**config.mk**
```make
export PLATFORM = sky130hd
export DESIGN_NAME = stable_priority_queue_unit
export DESIGN_NICKNAME = d
export VERILOG_FILES = /design/src/rtl/spq_pkg.sv /design/src/rtl/spq_ctrl.sv /design/src/rtl/spq_datapath.sv /design/src/rtl/stable_priority_queue_unit.sv
export SDC_FILE = /design/constraint.sdc
export NUM_CORES = 1
export LEC_CHECK = 0
export BUFFER_PORTS_ARGS = -buffer_cell sky130_fd_sc_hd__buf_4
export CAP_MARGIN = 20
export CORE_UTILIZATION = 57
export DETAILED_ROUTE_END_ITERATION = 8
export HOLD_SLACK_MARGIN = 0.12
export PLACE_DENSITY_LB_ADDON = 0.08
export SLEW_MARGIN = 30
export SYNTH_ARGS = -nofsm -noshare
export SYNTH_HDL_FRONTEND = slang
export SYNTH_SLANG_ARGS = --single-unit
```
**constraint.sdc**
```tcl
create_clock -name clk_i -period 4 [get_ports clk_i]
set_clock_uncertainty 0.05 [all_clocks]
set_input_delay 0.4 -clock clk_i [delete_from_list [all_inputs] [get_ports clk_i]]
set_output_delay 0.4 -clock clk_i [all_outputs]
set_load 0.1 [all_outputs]
```
**src/rtl/spq_pkg.sv**
```systemverilog
// Package for the stable priority queue: sizes, request and status codes,
// and the command word from the controller to the datapath.
// No dependencies.
package spq_pkg;

  // Number of queue slots
  localparam int unsigned DEPTH = 16;
  // Slot index and entry count widths
  localparam int unsigned IDX_W = (DEPTH > 1) ? $clog2(DEPTH) : 1;
  localparam int unsigned CNT_W = $clog2(DEPTH + 1);

  // Word field widths
  localparam int unsigned ID_W   = 16;
  localparam int unsigned PRIO_W = 4;
  localparam int unsigned STAT_W = 2;
  localparam int unsigned OCC_W  = 5;

  // Request codes
  localparam logic REQ_ENQ = 1'b0;
  localparam logic REQ_DEQ = 1'b1;

  // Result status codes
  localparam logic [STAT_W-1:0] STAT_ENQUEUED = 2'd0;
  localparam logic [STAT_W-1:0] STAT_DEQUEUED = 2'd1;
  localparam logic [STAT_W-1:0] STAT_EMPTY    = 2'd2;
  localparam logic [STAT_W-1:0] STAT_FULL     = 2'd3;

  // Controller to datapath commands
  typedef struct packed {
    logic load;  // capture the incoming request word
    logic exec;  // apply the held request and register its result
  } spq_cmd_t;

endpackage

```
**src/rtl/spq_ctrl.sv**
```systemverilog
// Controller of the stable priority queue: request/execute state machine
// and output valid. Depends on spq_pkg.
module spq_ctrl (
  input  logic              clk_i,
  input  logic              rst_ni,
  input  logic              in_valid_i,
  output logic              in_stall_o,
  output logic              out_valid_o,
  input  logic              out_stall_i,
  output spq_pkg::spq_cmd_t cmd_o
);

  localparam logic S_IDLE = 1'b0;
  localparam logic S_EXEC = 1'b1;

  logic state_q, state_d;
  logic out_valid_q, out_valid_d;
  logic out_free;

  // Output register can take a new word when empty or being drained
  assign out_free = !out_valid_q || !out_stall_i;

  assign in_stall_o  = (state_q != S_IDLE);
  assign out_valid_o = out_valid_q;

  // Sequence one request: capture, then execute once the output is free
  always_comb begin
    state_d       = state_q;
    out_valid_d   = out_valid_q && out_stall_i;
    cmd_o.load    = 1'b0;
    cmd_o.exec    = 1'b0;
    unique case (state_q)
      S_IDLE: begin
        if (in_valid_i) begin
          cmd_o.load = 1'b1;
          state_d    = S_EXEC;
        end
      end
      S_EXEC: begin
        if (out_free) begin
          cmd_o.exec  = 1'b1;
          out_valid_d = 1'b1;
          state_d     = S_IDLE;
        end
      end
      default: state_d = S_IDLE;
    endcase
  end

  always_ff @(posedge clk_i or negedge rst_ni) begin
    if (!rst_ni) begin
      state_q     <= S_IDLE;
      out_valid_q <= 1'b0;
    end else begin
      state_q     <= state_d;
      out_valid_q <= out_valid_d;
    end
  end

  // Accepted request always moves to execute
  a_accept_exec: assert property (@(posedge clk_i) disable iff (!rst_ni)
    (in_valid_i && !in_stall_o) |=> (state_q == S_EXEC))
    else $error("accepted request did not enter execute");

  // Never overwrite a result word that is still held
  a_no_overwrite: assert property (@(posedge clk_i) disable iff (!rst_ni)
    (out_valid_q && out_stall_i) |-> !cmd_o.exec)
    else $error("execute while result word is stalled");

  // A result word appears only after an execute
  a_valid_source: assert property (@(posedge clk_i) disable iff (!rst_ni)
    $rose(out_valid_q) |-> $past(cmd_o.exec))
    else $error("output valid without execute");

  // Execute only from the execute state
  a_exec_state: assert property (@(posedge clk_i) disable iff (!rst_ni)
    cmd_o.exec |-> (state_q == S_EXEC))
    else $error("execute outside execute state");

endmodule

```
**src/rtl/spq_datapath.sv**
```systemverilog
// Datapath of the stable priority queue: request register, sorted slot row
// with parallel compare-and-shift, entry count and result register.
// Depends on spq_pkg.
module spq_datapath (
  input  logic                              clk_i,
  input  logic                              rst_ni,
  input  spq_pkg::spq_cmd_t                 cmd_i,
  input  logic                              req_type_i,
  input  logic [spq_pkg::ID_W-1:0]          item_id_i,
  input  logic [spq_pkg::PRIO_W-1:0]        priority_req_i,
  output logic [spq_pkg::STAT_W-1:0]        status_o,
  output logic [spq_pkg::ID_W-1:0]          out_id_o,
  output logic [spq_pkg::PRIO_W-1:0]        out_priority_o,
  output logic [spq_pkg::OCC_W-1:0]         occupancy_o
);

  // Held request word
  logic                       req_type_q;
  logic [spq_pkg::ID_W-1:0]   req_id_q;
  logic [spq_pkg::PRIO_W-1:0] req_prio_q;

  // Slot row, front at slot 0
  logic [spq_pkg::ID_W-1:0]   slot_id_q   [spq_pkg::DEPTH];
  logic [spq_pkg::PRIO_W-1:0] slot_prio_q [spq_pkg::DEPTH];
  logic [spq_pkg::ID_W-1:0]   ins_id      [spq_pkg::DEPTH];
  logic [spq_pkg::PRIO_W-1:0] ins_prio    [spq_pkg::DEPTH];
  logic [spq_pkg::ID_W-1:0]   del_id      [spq_pkg::DEPTH];
  logic [spq_pkg::PRIO_W-1:0] del_prio    [spq_pkg::DEPTH];
  logic [spq_pkg::DEPTH-1:0]  keep;

  logic [spq_pkg::CNT_W-1:0]  count_q, count_d;
  logic                       full, empty;

  // Result word
  logic [spq_pkg::STAT_W-1:0] status_q, status_d;
  logic [spq_pkg::ID_W-1:0]   out_id_q, out_id_d;
  logic [spq_pkg::PRIO_W-1:0] out_prio_q, out_prio_d;
  logic [spq_pkg::OCC_W-1:0]  occ_q;

  assign full  = (count_q == spq_pkg::CNT_W'(spq_pkg::DEPTH));
  assign empty = (count_q == '0);

  // Per slot: keep entries of equal or higher priority, insert at the
  // first lower one, shift the rest back; dequeue shifts everything forward
  for (genvar k = 0; k < spq_pkg::DEPTH; k++) begin : g_slot
    assign keep[k] = (spq_pkg::CNT_W'(k) < count_q) && (slot_prio_q[k] >= req_prio_q);

    if (k == 0) begin : g_front
      always_comb begin
        if (keep[k]) begin
          ins_id[k]   = slot_id_q[k];
          ins_prio[k] = slot_prio_q[k];
        end else begin
          ins_id[k]   = req_id_q;
          ins_prio[k] = req_prio_q;
        end
      end
    end else begin : g_rest
      always_comb begin
        if (keep[k]) begin
          ins_id[k]   = slot_id_q[k];
          ins_prio[k] = slot_prio_q[k];
        end else if (keep[k-1]) begin
          ins_id[k]   = req_id_q;
          ins_prio[k] = req_prio_q;
        end else begin
          ins_id[k]   = slot_id_q[k-1];
          ins_prio[k] = slot_prio_q[k-1];
        end
      end
    end

    if (k == spq_pkg::DEPTH - 1) begin : g_back
      assign del_id[k]   = slot_id_q[k];
      assign del_prio[k] = slot_prio_q[k];
    end else begin : g_mid
      assign del_id[k]   = slot_id_q[k+1];
      assign del_prio[k] = slot_prio_q[k+1];
    end

    // Update the slot on an accepted enqueue or dequeue
    always_ff @(posedge clk_i) begin
      if (cmd_i.exec) begin
        if (req_type_q == spq_pkg::REQ_ENQ && !full) begin
          slot_id_q[k]   <= ins_id[k];
          slot_prio_q[k] <= ins_prio[k];
        end else if (req_type_q == spq_pkg::REQ_DEQ && !empty) begin
          slot_id_q[k]   <= del_id[k];
          slot_prio_q[k] <= del_prio[k];
        end
      end
    end
  end

  // Result word and next count
  always_comb begin
    count_d    = count_q;
    out_id_d   = '0;
    out_prio_d = '0;
    if (req_type_q == spq_pkg::REQ_ENQ) begin
      if (full) begin
        status_d = spq_pkg::STAT_FULL;
      end else begin
        status_d = spq_pkg::STAT_ENQUEUED;
        count_d  = count_q + 1'b1;
      end
    end else begin
      if (empty) begin
        status_d = spq_pkg::STAT_EMPTY;
      end else begin
        status_d   = spq_pkg::STAT_DEQUEUED;
        out_id_d   = slot_id_q[0];
        out_prio_d = slot_prio_q[0];
        count_d    = count_q - 1'b1;
      end
    end
  end

  // Capture the request word
  always_ff @(posedge clk_i) begin
    if (cmd_i.load) begin
      req_type_q <= req_type_i;
      req_id_q   <= item_id_i;
      req_prio_q <= priority_req_i;
    end
  end

  // Register the result word
  always_ff @(posedge clk_i) begin
    if (cmd_i.exec) begin
      status_q   <= status_d;
      out_id_q   <= out_id_d;
      out_prio_q <= out_prio_d;
      occ_q      <= spq_pkg::OCC_W'(count_d);
    end
  end

  // Entry count
  always_ff @(posedge clk_i or negedge rst_ni) begin
    if (!rst_ni) begin
      count_q <= '0;
    end else if (cmd_i.exec) begin
      count_q <= count_d;
    end
  end

  assign status_o       = status_q;
  assign out_id_o       = out_id_q;
  assign out_priority_o = out_prio_q;
  assign occupancy_o    = occ_q;

endmodule

```
**src/rtl/stable_priority_queue_unit.sv**
```systemverilog
// Stable priority queue of spq_pkg::DEPTH entries (id and 4-bit priority).
// Request channel: in_valid_i / in_stall_o with req_type_i, item_id_i and
// priority_req_i; a word is taken at a clock edge with valid high and stall low.
// Result channel: out_valid_o / out_stall_i with status_o, out_id_o,
// out_priority_o and occupancy_o; exactly one result word per request.
// Enqueue places the entry behind all stored entries of equal or higher
// priority, so higher priority leaves first and ties leave in arrival order.
// Enqueue into a full queue drops the entry (status full); dequeue from an
// empty queue reports empty. out_id_o and out_priority_o are zero unless
// an entry was dequeued.
// Timing: a request is registered at acceptance, the slot row is compared and
// shifted in parallel in the execute state, and the result lands in the output
// register once that register is free. A new request is not taken until the
// previous one has executed; the capture/execute sequence of the controller
// sets this.
// When the receiver stalls, the result word holds; the next request is still
// accepted and waits in the request register until the output frees up.
// Reset (rst_ni low, asynchronous) empties the queue and drops any result.
module stable_priority_queue_unit (
  input  logic                          clk_i,
  input  logic                          rst_ni,
  input  logic                          in_valid_i,
  output logic                          in_stall_o,
  input  logic                          req_type_i,
  input  logic [spq_pkg::ID_W-1:0]      item_id_i,
  input  logic [spq_pkg::PRIO_W-1:0]    priority_req_i,
  output logic                          out_valid_o,
  input  logic                          out_stall_i,
  output logic [spq_pkg::STAT_W-1:0]    status_o,
  output logic [spq_pkg::ID_W-1:0]      out_id_o,
  output logic [spq_pkg::PRIO_W-1:0]    out_priority_o,
  output logic [spq_pkg::OCC_W-1:0]     occupancy_o
);

  spq_pkg::spq_cmd_t cmd;

  // Request sequencing and output handshake
  spq_ctrl u_ctrl (
    .clk_i       (clk_i),
    .rst_ni      (rst_ni),
    .in_valid_i  (in_valid_i),
    .in_stall_o  (in_stall_o),
    .out_valid_o (out_valid_o),
    .out_stall_i (out_stall_i),
    .cmd_o       (cmd)
  );

  // Slot row and result word
  spq_datapath u_datapath (
    .clk_i          (clk_i),
    .rst_ni         (rst_ni),
    .cmd_i          (cmd),
    .req_type_i     (req_type_i),
    .item_id_i      (item_id_i),
    .priority_req_i (priority_req_i),
    .status_o       (status_o),
    .out_id_o       (out_id_o),
    .out_priority_o (out_priority_o),
    .occupancy_o    (occupancy_o)
  );

endmodule
```
* Word level (Yosys, flattened, before mapping)
Memory sizes are Yosys's and may differ from the RTL's.
Index checks and enable logic that the tools add are counted.
** Cells by class
- Add/subtract/negate cells :: 2
- Magnitude comparators :: 32
- Eq/ne operators :: 1
- Mux-type cells :: 115
- Bitwise logic cells :: 34
- Reductions and logical operators :: 26
** Operators with widths (number)
- $mux 16 :: 47
- $mux 4 :: 47
- $ge 4x4->1 :: 16
- $lt 4x5->1 const A :: 8
- $or 1x1->1 :: 32
- $lt 3x5->1 const A :: 4
- $logic_and 1x1->1 :: 19
- $mux 5 :: 3
- $mux 1 :: 14
- $lt 1x5->1 const A :: 2
- $lt 2x5->1 const A :: 2
- $mux 2 :: 3
- $add 5x1->5 const B :: 1
- $eq 5x5->1 const B :: 1
- $logic_not 5->1 :: 1
- $sub 5x1->5 const B :: 1
- $logic_not 1->1 :: 4
- $not 1->1 :: 2
- $pmux 1 s2 :: 1
- $reduce_or 2->1 :: 1
- $logic_or 1x1->1 :: 1
** Word-level totals
- Flip-flop bits (word level) :: 55
- RAM bits :: 320
- Output and inout port bits :: 29
- Logic and storage cells :: 222
- Memories :: 2
** Memories
- u_datapath.slot_id_q :: depth 16, width 16, read ports 16, clocked after memory_dff 0, wr ports 16, RTL line spq_datapath.sv:23 : logic [spq_pkg::ID_W-1:0] slot_id_q [spq_pkg::DEPTH];
- u_datapath.slot_prio_q :: depth 16, width 4, read ports 16, clocked after memory_dff 0, wr ports 16, RTL line spq_datapath.sv:24 : logic [spq_pkg::PRIO_W-1:0] slot_prio_q [spq_pkg::DEPTH];

* Depth between registers and ports, before layout
Gate-level depths: netlist (run 1).
- Depth in word-level cells :: 8
- Depth in mapped cells :: 12
- Depth with buffers taken out :: 7

* Hierarchy
Synthesis (run 1) repeated with hierarchy kept, for this count alone.
** Second synthesis, totals
- Cell total of the unflattened synthesis :: 1773
- Area, all modules :: 19540.0 µm²
** By module, submodules not included
- spq_datapath :: times used 1, cells an instance 1767, area an instance 19456.2 µm²
- spq_ctrl :: times used 1, cells an instance 6, area an instance 83.8 µm²

* Least setup slack after synthesis (run 1)
OpenSTA, ideal clock, no wires.
- Path kind :: reg2reg
- From :: register u_ctrl.state_q, in the netlist u_ctrl.in_stall_o
- To :: memory u_datapath.slot_id_q[3][32] (netlist name), enable pin
- Data arrival time :: 3918 ps
- Data required time :: 3541 ps
- Slack :: -377 ps
- Stages on the path, launching flop included :: 5
- Buffers on the path :: 1
- Cells stage by stage :: dfrtp_1 and2_1 clkbuf_1 o21ai_1 a31oi_1
** RTL lines
- start: declaration :: RTL line spq_ctrl.sv:16 : logic state_q, state_d;
- start signal: assignment :: RTL line spq_ctrl.sv:55 : state_q <= state_d;
- end: declaration :: RTL line spq_datapath.sv:23

==> impl_metrics.json, run 1 <==
{
  "status": "completed",
  "netlist.area_leader.share": 0.5574,
  "die_area_um2": 35530,
  "grt_max_degree": 149,
  "die_w_um": 188.5,
  "setup_viol": 0,
  "routed_wl_um": 47480,
  "synth_edf_count": 368,
  "dr.pass1.iters": 5,
  "syn-num-nets": 1835,
  "fmax_mhz": 313.3,
  "syn-cell-area_um2": 19830,
  "grt_remaining_overflow": 0,
  "root_buffer": "clkbuf_16",
  "drc": 0,
  "cts_tree": "built",
  "syn_to_final_growth_pct": 11.46,
  "synthDistinctLibCells": 46,
  "maxSlewHeadroom": 0.4481,
  "start_util": 0.5854,
  "antenna_cells": 0,
  "num-nets-final": 1847,
  "synth_ff_type": "edfxtp_1",
  "min_period_over_period": 0.7979,
  "final_common_cell": "edfxtp_1",
  "async_reset_ff_frac": 0.01867,
  "clk_latency_ns": 0.55,
  "post_cts_buffers": 0,
  "cts_resized": 0,
  "setup_tns_ns": 0,
  "avgRoutedWirePerCell_um": 21.27,
  "antenna_found_initial": 0,
  "netlist_instances": 1742,
  "worstPathArrival_ns": 3.53,
  "synthTopCellsByArea": "edfxtp_1 56%, nand3_1 6.1%, o211ai_2 5.7%, o211ai_1 5.5%, nand2_1 5.3%",
  "num_vias": 14110,
  "hpwl_um": 31330,
  "drv_slew": 0,
  "htreeDepth": 2,
  "grt_setup_unrepaired": "no",
  "via_per_inst": 6.323,
  "num_io_pins": 54,
  "grt_pass1_vias": 13880,
  "final.min_clock_period_ns": 3.192,
  "critPathCaptureType": "flip-flop",
  "ys_seq_elements": 375,
  "ys_seq_area_frac": 0.5662,
  "clock-sinks": 375,
  "first_iter_violations": 1355,
  "num_rows": 67,
  "die_height_um": 188.5,
  "crit_required_ns": 4.34,
  "cts_buffers": 42,
  "io_buffer_count": 53,
  "path_clk_slew_ns": 0.06,
  "grtUsageTotal": 0.2690,
  "yosysWarnings": 0,
  "final_cell_mix": "368 x edfxtp_1, 282 x nand2_1, 243 x nand3_1",
  "clockBufferDepth": 3,
  "worstSetupStartpointType": "flip-flop",
  "detail-route-antenna-nets": 0,
  "worstMarginPinSlew_ns": 0.8279,
  "coreArea_um2": 33870,
  "grt_pass1_wl_um": 76540,
  "hold_viol": 0,
  "hold_class": "in2async",
  "holdBufCountCts": 24,
  "synth_top_cell_by_area": "edfxtp_1",
  "drv_cap": 0,
  "crit_fanout": 148,
  "place_congestion": 0.8400,
  "drive_gt1_frac": 0.1721,
  "syn_area_per_cell_um2": 11.38,
  "worstSetupPathType": "reg2reg"
}
## cell usage after synthesis, types with 2 or more instances
library cell	instances
mux2i_1	37
o211ai_1	144
nor2_1	97
ha_1	68
mux2_2	23
o221ai_1	18
xnor2_1	4
a21oi_1	62
nand2_4	16
nand3_1	243
nand2_1	282
nor3_1	2
and3_1	21
buf_2	55
dfrtp_1	7
a21o_1	4
o21ai_0	36
o211ai_2	90
nor3b_1	13
buf_4	3
edfxtp_1	368
buf_6	19
nand2b_1	5
or3_1	2
inv_1	21
clkbuf_1	74
buf_1	9
## metrics by stage
step | instance area, µm² | setup slack [ns] | instances | util | hold WS (ns)
after floorplan | 19830 | 0.3148 | 1742 | - | 0.05441
after global placement | 20480 | 0.8999 | 2133 | 0.6046 | 0.1713
after detailed placement | 20500 | 0.8386 | 2134 | 0.6052 | 0.1708
after CTS | 22100 | 0.8373 | 2232 | 0.6525 | 0.1563
after global routing | 22100 | 0.6279 | 2232 | 0.6525 | 0.1647
final | 22100 | 0.8083 | 2232 | 0.6525 | 0.1705
## state kept, by name, summed over array words and instances (netlist names)
name,count
u_datapath.req_id_q,16
u_datapath.out_priority_o,4
u_datapath.slot_id_q,256
u_datapath.req_prio_q,4
u_datapath.slot_prio_q,64
u_datapath.req_type_q,1
u_datapath.occupancy_o,5
u_ctrl.in_stall_o,1
u_datapath.count_q,5
u_ctrl.out_valid_o,1
u_datapath.out_id_o,16
u_datapath.status_o,2
## critical path, stage by stage (launching register included)
cell	delay, ns
dfrtp_1	0.53
inv_1	0.19
ha_1	0.27
or4b_4	0.49
and2_4	0.26
nand2_8	0.27
buf_12	0.49
nand3_1	0.24
o211ai_2	0.12
## cell type report
class	instances	area [µm²]
fill	2675	11770
sequential	375	11230
multi-input combinational	1184	7740
timing repair buffer	130	1131
clock buffer	53	1124
tap	448	560.5
clock inverter	21	237.7
inverter	21	78.83
## per-layer routing
metal,part of all wire,wire length (µm),up-vias,track usage
met5,0,0,-,0
met4,0.019,908,0,0.06700
met3,0.061,2919,75,0.03688
met2,0.48,22600,469,0.4338
met1,0.44,21050,6995,0.3851
li1,-,-,6575,-
## worst paths after layout
kind | start | to | slack [ns] | cells past startpoint
max | u_datapath.count_q[1]$_DFFE_PN0P_ | u_datapath.slot_id_q[1][55]$_DFFE_PP_ | 0.81 | 8
min | rst_ni | u_datapath.count_q[3]$_DFFE_PN0P_ | 0.17 | 2
max reg2reg | u_datapath.count_q[1]$_DFFE_PN0P_ | u_datapath.slot_id_q[1][55]$_DFFE_PP_ | 0.81 | 8
min reg2reg | u_ctrl.out_valid_o$_DFF_PN0_ | u_ctrl.out_valid_o$_DFF_PN0_ | 0.46 | 2
max in group asynchronous | rst_ni | u_ctrl.out_valid_o$_DFF_PN0_ | 3.61 | 2
min in group clk_i | u_ctrl.out_valid_o$_DFF_PN0_ | u_ctrl.out_valid_o$_DFF_PN0_ | 0.46 | 2
## cells by family (layout without fill, tap and decap cells)
kind of cell	Yosys count	count (layout)	synth area share
AO/OA/AOI/OAI	364	364	0.1500
XOR/XNOR	4	4	0.001767
adder cells (fa/ha/maj)	68	68	0.04292
buffers and inverters	183	225	0.04727
flip-flops	375	375	0.5662
multiplexers	60	60	0.03175
AND/OR/NAND/NOR	688	688	0.1601
Power of run 1 is left out: the tool's default activity adds up to more than one toggle a clock period on the data nets, which glitch-free logic cannot reach.
==> run 2: changes to the inputs <==
--- a/config.mk
+++ b/config.mk
@@ -7,7 +7,7 @@
 export LEC_CHECK = 0
 export BUFFER_PORTS_ARGS = -buffer_cell sky130_fd_sc_hd__buf_4
 export CAP_MARGIN = 20
-export CORE_UTILIZATION = 57
+export CORE_UTILIZATION = 63
 export DETAILED_ROUTE_END_ITERATION = 8
 export HOLD_SLACK_MARGIN = 0.12
 export PLACE_DENSITY_LB_ADDON = 0.08
==> constraint.sdc (replaced) <==
create_clock -name clk_i -period 3.11 [get_ports clk_i]
set_clock_uncertainty 0.05 [all_clocks]
set_input_delay 0.311 -clock clk_i [delete_from_list [all_inputs] [get_ports clk_i]]
set_output_delay 0.311 -clock clk_i [all_outputs]
set_load 0.1 [all_outputs]
==> run 2 against run 1 <==
  * Global-route usage rose by 3.4 points
  * Critical path depth down 1
  * Via count rose by 1.8%
  * Clock-buffer cell count grew 1
  * Register-to-register slack lost 0.61 ns
  * Worst hold slack improved by 0.28 ns
  * Non-clock buffer count increased by 22
  * Die area fell by 9.4%
  * Critical endpoint is now u_datapath.slot_prio_q[6][0]$_DFFE_PP_
  * Largest cell class unchanged
==> impl_metrics.json, run 2 (synthesized netlist as in run 1, its figures left out) <==
{
  "status": "completed",
  "setup_viol": 0,
  "grt_pass1_vias": 13930,
  "worstMarginPinSlew_ns": 0.8553,
  "rrSetupSlack_ns": 0.20,
  "die_w_um": 179.4,
  "final_cell_mix": "368 x edfxtp_1, 282 x nand2_1, 243 x nand3_1",
  "via_per_inst": 6.532,
  "r2r_end": "u_datapath.slot_prio_q[6][0]$_DFFE_PP_",
  "coreArea_um2": 30750,
  "grt_remaining_overflow": 0,
  "grt_pass1_wl_um": 76560,
  "crit_end": "u_datapath.slot_prio_q[6][0]$_DFFE_PP_",
  "reg.largest.list": "u_datapath.slot_id_q: 256 flops, u_datapath.slot_prio_q: 64 flops",
  "cts_resized": 0,
  "grt_max_degree": 100,
  "r2r_cells": 7,
  "clock-sinks": 375,
  "crit_fanout": 32,
  "grt_setup_unrepaired": "no",
  "syn_to_final_growth_pct": 12.37,
  "crit_required_ns": 3.40,
  "num-nets-final": 1868,
  "die_area_um2": 32180,
  "final.min_clock_period_ns": 2.908,
  "drv_slew": 0,
  "min_period_over_period": 0.9351,
  "start_util": 0.6447,
  "critPathSlowestCell": "or4b_4",
  "crit_buf_inv": 1,
  "hpwl_um": 32460,
  "io_buffer_count": 53,
  "cts_buffers": 41,
  "worstSetupPathType": "reg2reg",
  "clk_latency_ns": 0.54,
  "largest_reg_flops": 256,
  "drc": 0,
  "maxSlewHeadroom": 0.4298,
  "num_vias": 14360,
  "crit_family": "simple AND/OR/NAND/NOR gates",
  "avgRoutedWirePerCell_um": 21.61,
  "path_clk_slew_ns": 0.06,
  "slowest_delay_ns": 0.60,
  "worstSetupStartpointType": "flip-flop",
  "cp.depth": 7,
  "drv_cap": 0,
  "cts_tree": "built",
  "clockBufferDepth": 3,
  "hold_viol": 0,
  "first_iter_violations": 1462,
  "worstPathArrival_ns": 3.20,
  "fmax_mhz": 343.9,
  "crit_chain": "inv_1 -> ha_1 -> or4b_4 -> and2_4 -> nand2_8 -> nand2_1 -> o221ai_1",
  "critPathCaptureType": "flip-flop",
  "antenna_cells": 0,
  "num_rows": 64,
  "antenna_found_initial": 0,
  "drive_gt1_frac": 0.1869,
  "root_buffer": "clkbuf_16",
  "post_cts_buffers": 0,
  "detail-route-antenna-nets": 0,
  "place_congestion": 0.8557,
  "dr.pass1.iters": 7,
  "regMostFlops": "u_datapath.slot_id_q",
  "r2r-start": "u_datapath.count_q[1]$_DFFE_PN0P_",
  "die_height_um": 179.4,
  "setup_tns_ns": 0,
  "htreeDepth": 2,
  "startpoint": "u_datapath.count_q[1]$_DFFE_PN0P_",
  "hold_class": "reg2reg",
  "final_common_cell": "edfxtp_1",
  "routed_wl_um": 47520,
  "holdBufCountCts": 25,
  "num_io_pins": 54,
  "grtUsageTotal": 0.3034
}
## run 2: changes by cell type in the layout (fill, tap and decap cells not counted), sizes merged
cell / previous run / this run
inv: 23 / 21
buf: 106 / 127
bufinv: 5 / 2
clkbuf: 53 / 54
dlygate4sd3: 24 / 25
clkinv: 14 / 15
## run 2: per-stage QoR
stage | cell area [µm²] | setup WS [ns] | hold slack (ns) | util | std cells
after floorplan | 19920 | 0.03429 | -0.03459 | - | 1742
after CTS | 22280 | 0.2382 | 0.4287 | 0.7245 | 2199
after global placement | 20780 | 0.2992 | 0.08096 | 0.6758 | 2102
after global routing | 22280 | 0.05323 | 0.4380 | 0.7245 | 2199
after detailed placement | 20800 | 0.2572 | 0.08681 | 0.6763 | 2103
final | 22280 | 0.2020 | 0.4476 | 0.7245 | 2199
## run 2: worst min path at each step
stage	from	endpoint	slack (ns)	depth (start not counted)
4_1_cts	item_id_i[14]	u_datapath.req_id_q[14]$_DFFE_PP_	0.43	2
3_5_place_dp	rst_ni	u_ctrl.out_valid_o$_DFF_PN0_	0.09	1
5_1_grt	item_id_i[11]	u_datapath.req_id_q[11]$_DFFE_PP_	0.44	2
6_report	u_ctrl.out_valid_o$_DFF_PN0_	u_ctrl.out_valid_o$_DFF_PN0_	0.45	2
2_1_floorplan	rst_ni	u_ctrl.in_stall_o$_DFF_PN0_	-0.03	0
3_3_place_gp	rst_ni	u_ctrl.out_valid_o$_DFF_PN0_	0.08	1
## run 2: cell type report
class | instances | area [µm²]
clock buffer | 54 | 1096
clock inverter | 17 | 135.1
fill | 2155 | 8472
inverter | 21 | 78.83
multi-input combinational | 1184 | 7821
sequential | 375 | 11230
tap | 396 | 495.5
timing repair buffer | 152 | 1424
## run 2: per-layer routing
metal  track usage  wire [µm]  vias up
met1        0.4406      20880     7093
met5             0          0        -
met2        0.4768      22440      567
li1              -          -     6625
met3       0.04072       3167       79
met4       0.09279       1029        0
## run 2: worst min-delay path, stage by stage (launching register included)
cell and delay [ns]:
dfrtp_1 0.34, nand2_1 0.06, nand2b_1 0.06
Power of run 2 is left out for the same reason.
==> run 3: changes to the inputs <==
--- a/config.mk
+++ b/config.mk
@@ -7,6 +7,7 @@
 export LEC_CHECK = 0
 export BUFFER_PORTS_ARGS = -buffer_cell sky130_fd_sc_hd__buf_4
 export CAP_MARGIN = 20
+export CORE_ASPECT_RATIO = 2
 export CORE_UTILIZATION = 63
 export DETAILED_ROUTE_END_ITERATION = 8
 export HOLD_SLACK_MARGIN = 0.12
==> run 3 against run 2 <==
  * Register-to-register slack gained 0.02 ns
  * Core utilization shrank 0.41 points
  * Worst hold slack worse by 0.0066 ns
  * Sequential cell count is the same
  * Clock-buffer cell count down 14
  * Critical path depth is 1 higher
  * Non-clock buffer count decreased by 2
  * Global-route usage shrank 3.1 points
  * Highest routed layer unchanged
==> impl_metrics.json, run 3 (synthesized netlist as in run 1, its figures left out) <==
{
  "slowest_delay_ns": 0.50,
  "dr.pass1.iters": 9,
  "num-nets-final": 1860,
  "worstPathArrival_ns": 3.09,
  "final_cell_mix": "368 x edfxtp_1, 282 x nand2_1, 243 x nand3_1",
  "coreArea_um2": 30860,
  "first_iter_violations": 1047,
  "antenna_cells": 0,
  "via_per_inst": 6.256,
  "critPathCaptureType": "flip-flop",
  "path_clk_slew_ns": 0.07,
  "final_common_cell": "edfxtp_1",
  "root_buffer": "clkbuf_16",
  "dpl.cell_count": 2123,
  "num_io_pins": 54,
  "cts_resized": 0,
  "avgRoutedWirePerCell_um": 19.39,
  "setup_viol": 0,
  "status": "completed",
  "crit_required_ns": 3.31,
  "drv_slew": 0,
  "routed_wl_um": 42790,
  "place_congestion": 0.8560,
  "worstSetupPathType": "reg2reg",
  "io_buffer_count": 53,
  "min_period_over_period": 0.9297,
  "drive_gt1_frac": 0.1867,
  "clock-sinks": 375,
  "critPathSlowestCell": "or4b_4",
  "grtUsageTotal": 0.2724,
  "grt_remaining_overflow": 0,
  "n_fill_cell": 2199,
  "crit_buf_inv": 3,
  "grt_pass1_vias": 13440,
  "maxSlewHeadroom": 0.3750,
  "fin_ws_ns": 0.2186,
  "worstMarginPinSlew_ns": 0.9375,
  "reg.largest.list": "u_datapath.slot_id_q: 256 flops, u_datapath.slot_prio_q: 64 flops",
  "htreeDepth": 2,
  "fin_cells": 2207,
  "clockBufferDepth": 3,
  "die_w_um": 127.4,
  "drc": 0,
  "worstSetupStartpointType": "flip-flop",
  "hpwl_um": 29380,
  "grt_max_degree": 80,
  "largest_reg_flops": 256,
  "fmax_mhz": 345.9,
  "die_height_um": 252.9,
  "num_rows": 91,
  "cts_buffers": 35,
  "hold_class": "in2reg",
  "antenna_found_initial": 0,
  "grt_pass1_wl_um": 69850,
  "detail-route-antenna-nets": 0,
  "start_util": 0.6425,
  "place_ws_ns": 0.2504,
  "drv_cap": 0,
  "crit_fanout": 79,
  "regMostFlops": "u_datapath.slot_id_q",
  "setup_tns_ns": 0,
  "final.min_clock_period_ns": 2.891,
  "syn_to_final_growth_pct": 12.12,
  "grt_setup_unrepaired": "no",
  "crit_family": "simple AND/OR/NAND/NOR gates",
  "crit_chain": "inv_1 -> ha_1 -> or4b_4 -> buf_4 -> and3_4 -> buf_12 -> nand2_1 -> o211ai_2",
  "cts_tree": "built",
  "clk_latency_ns": 0.54,
  "die_area_um2": 32220,
  "num_vias": 13810,
  "hold_viol": 0
}
==> run 3: changes by cell type in the layout (fill, tap and decap cells not counted), sizes merged <==
cell	before	now
clkbuf	54	40
clkinv	15	10
clkinvlp	0	3
buf	127	125
bufinv	2	4
inv	21	23
==> run 3: cell type report <==
| type | count | area, µm² | area share |
|---|---|---|---|
| Clock buffer | 40 | 894.6 | 0.04025 |
| Clock inverter | 19 | 207.7 | 0.009344 |
| Inverter | 21 | 78.83 | 0.003546 |
| Multi-Input combinational cell | 1184 | 7833 | 0.3524 |
| Sequential cell | 375 | 11230 | 0.5051 |
| Tap cell | 418 | 523.0 | 0.02353 |
| Timing Repair Buffer | 150 | 1464 | 0.06586 |
==> run 3: stage by stage <==
stage	cell area, µm²	utilization	hold slack (ns)
after floorplan	19920	-	-0.03459
after global placement	20880	0.6765	0.07772
after detailed placement	20880	0.6765	0.08066
after CTS	22230	0.7204	0.4133
after global routing	22230	0.7204	0.4304
final	22230	0.7204	0.4410
==> run 3: timing repair <==
action / CTS / global route
hold buffers: 25 / 0
setup endpoints to repair: 0 / 0
endpoints found under the hold margin: 30 / 0
buffers inserted: 0 / 0
==> run 3: final timing paths <==
path,from,to,slack (ns),depth (start not counted)
min in group asynchronous,rst_ni,u_ctrl.out_valid_o$_DFF_PN0_,0.70,3
worst min-delay path,priority_req_i[3],u_datapath.req_prio_q[3]$_DFFE_PP_,0.44,2
worst min register to register,u_datapath.slot_id_q[3][55]$_DFFE_PP_,u_datapath.slot_id_q[3][39]$_DFFE_PP_,0.49,2
max in group asynchronous,rst_ni,u_datapath.count_q[1]$_DFFE_PN0P_,2.02,3
worst max register to register,u_datapath.count_q[0]$_DFFE_PN0P_,u_datapath.slot_id_q[2][7]$_DFFE_PP_,0.22,8
worst max-delay path,u_datapath.count_q[0]$_DFFE_PN0P_,u_datapath.slot_id_q[2][7]$_DFFE_PP_,0.22,8
==> run 3: routing by layer <==
layer,vias to the layer above,track usage,wire length (µm)
met5,-,0,0
li1,6594,-,-
met2,411,0.4676,22080
met4,0,0.1061,1268
met1,6715,0.3545,17670
met3,87,0.02810,1770
Power of run 3 is left out for the same reason.
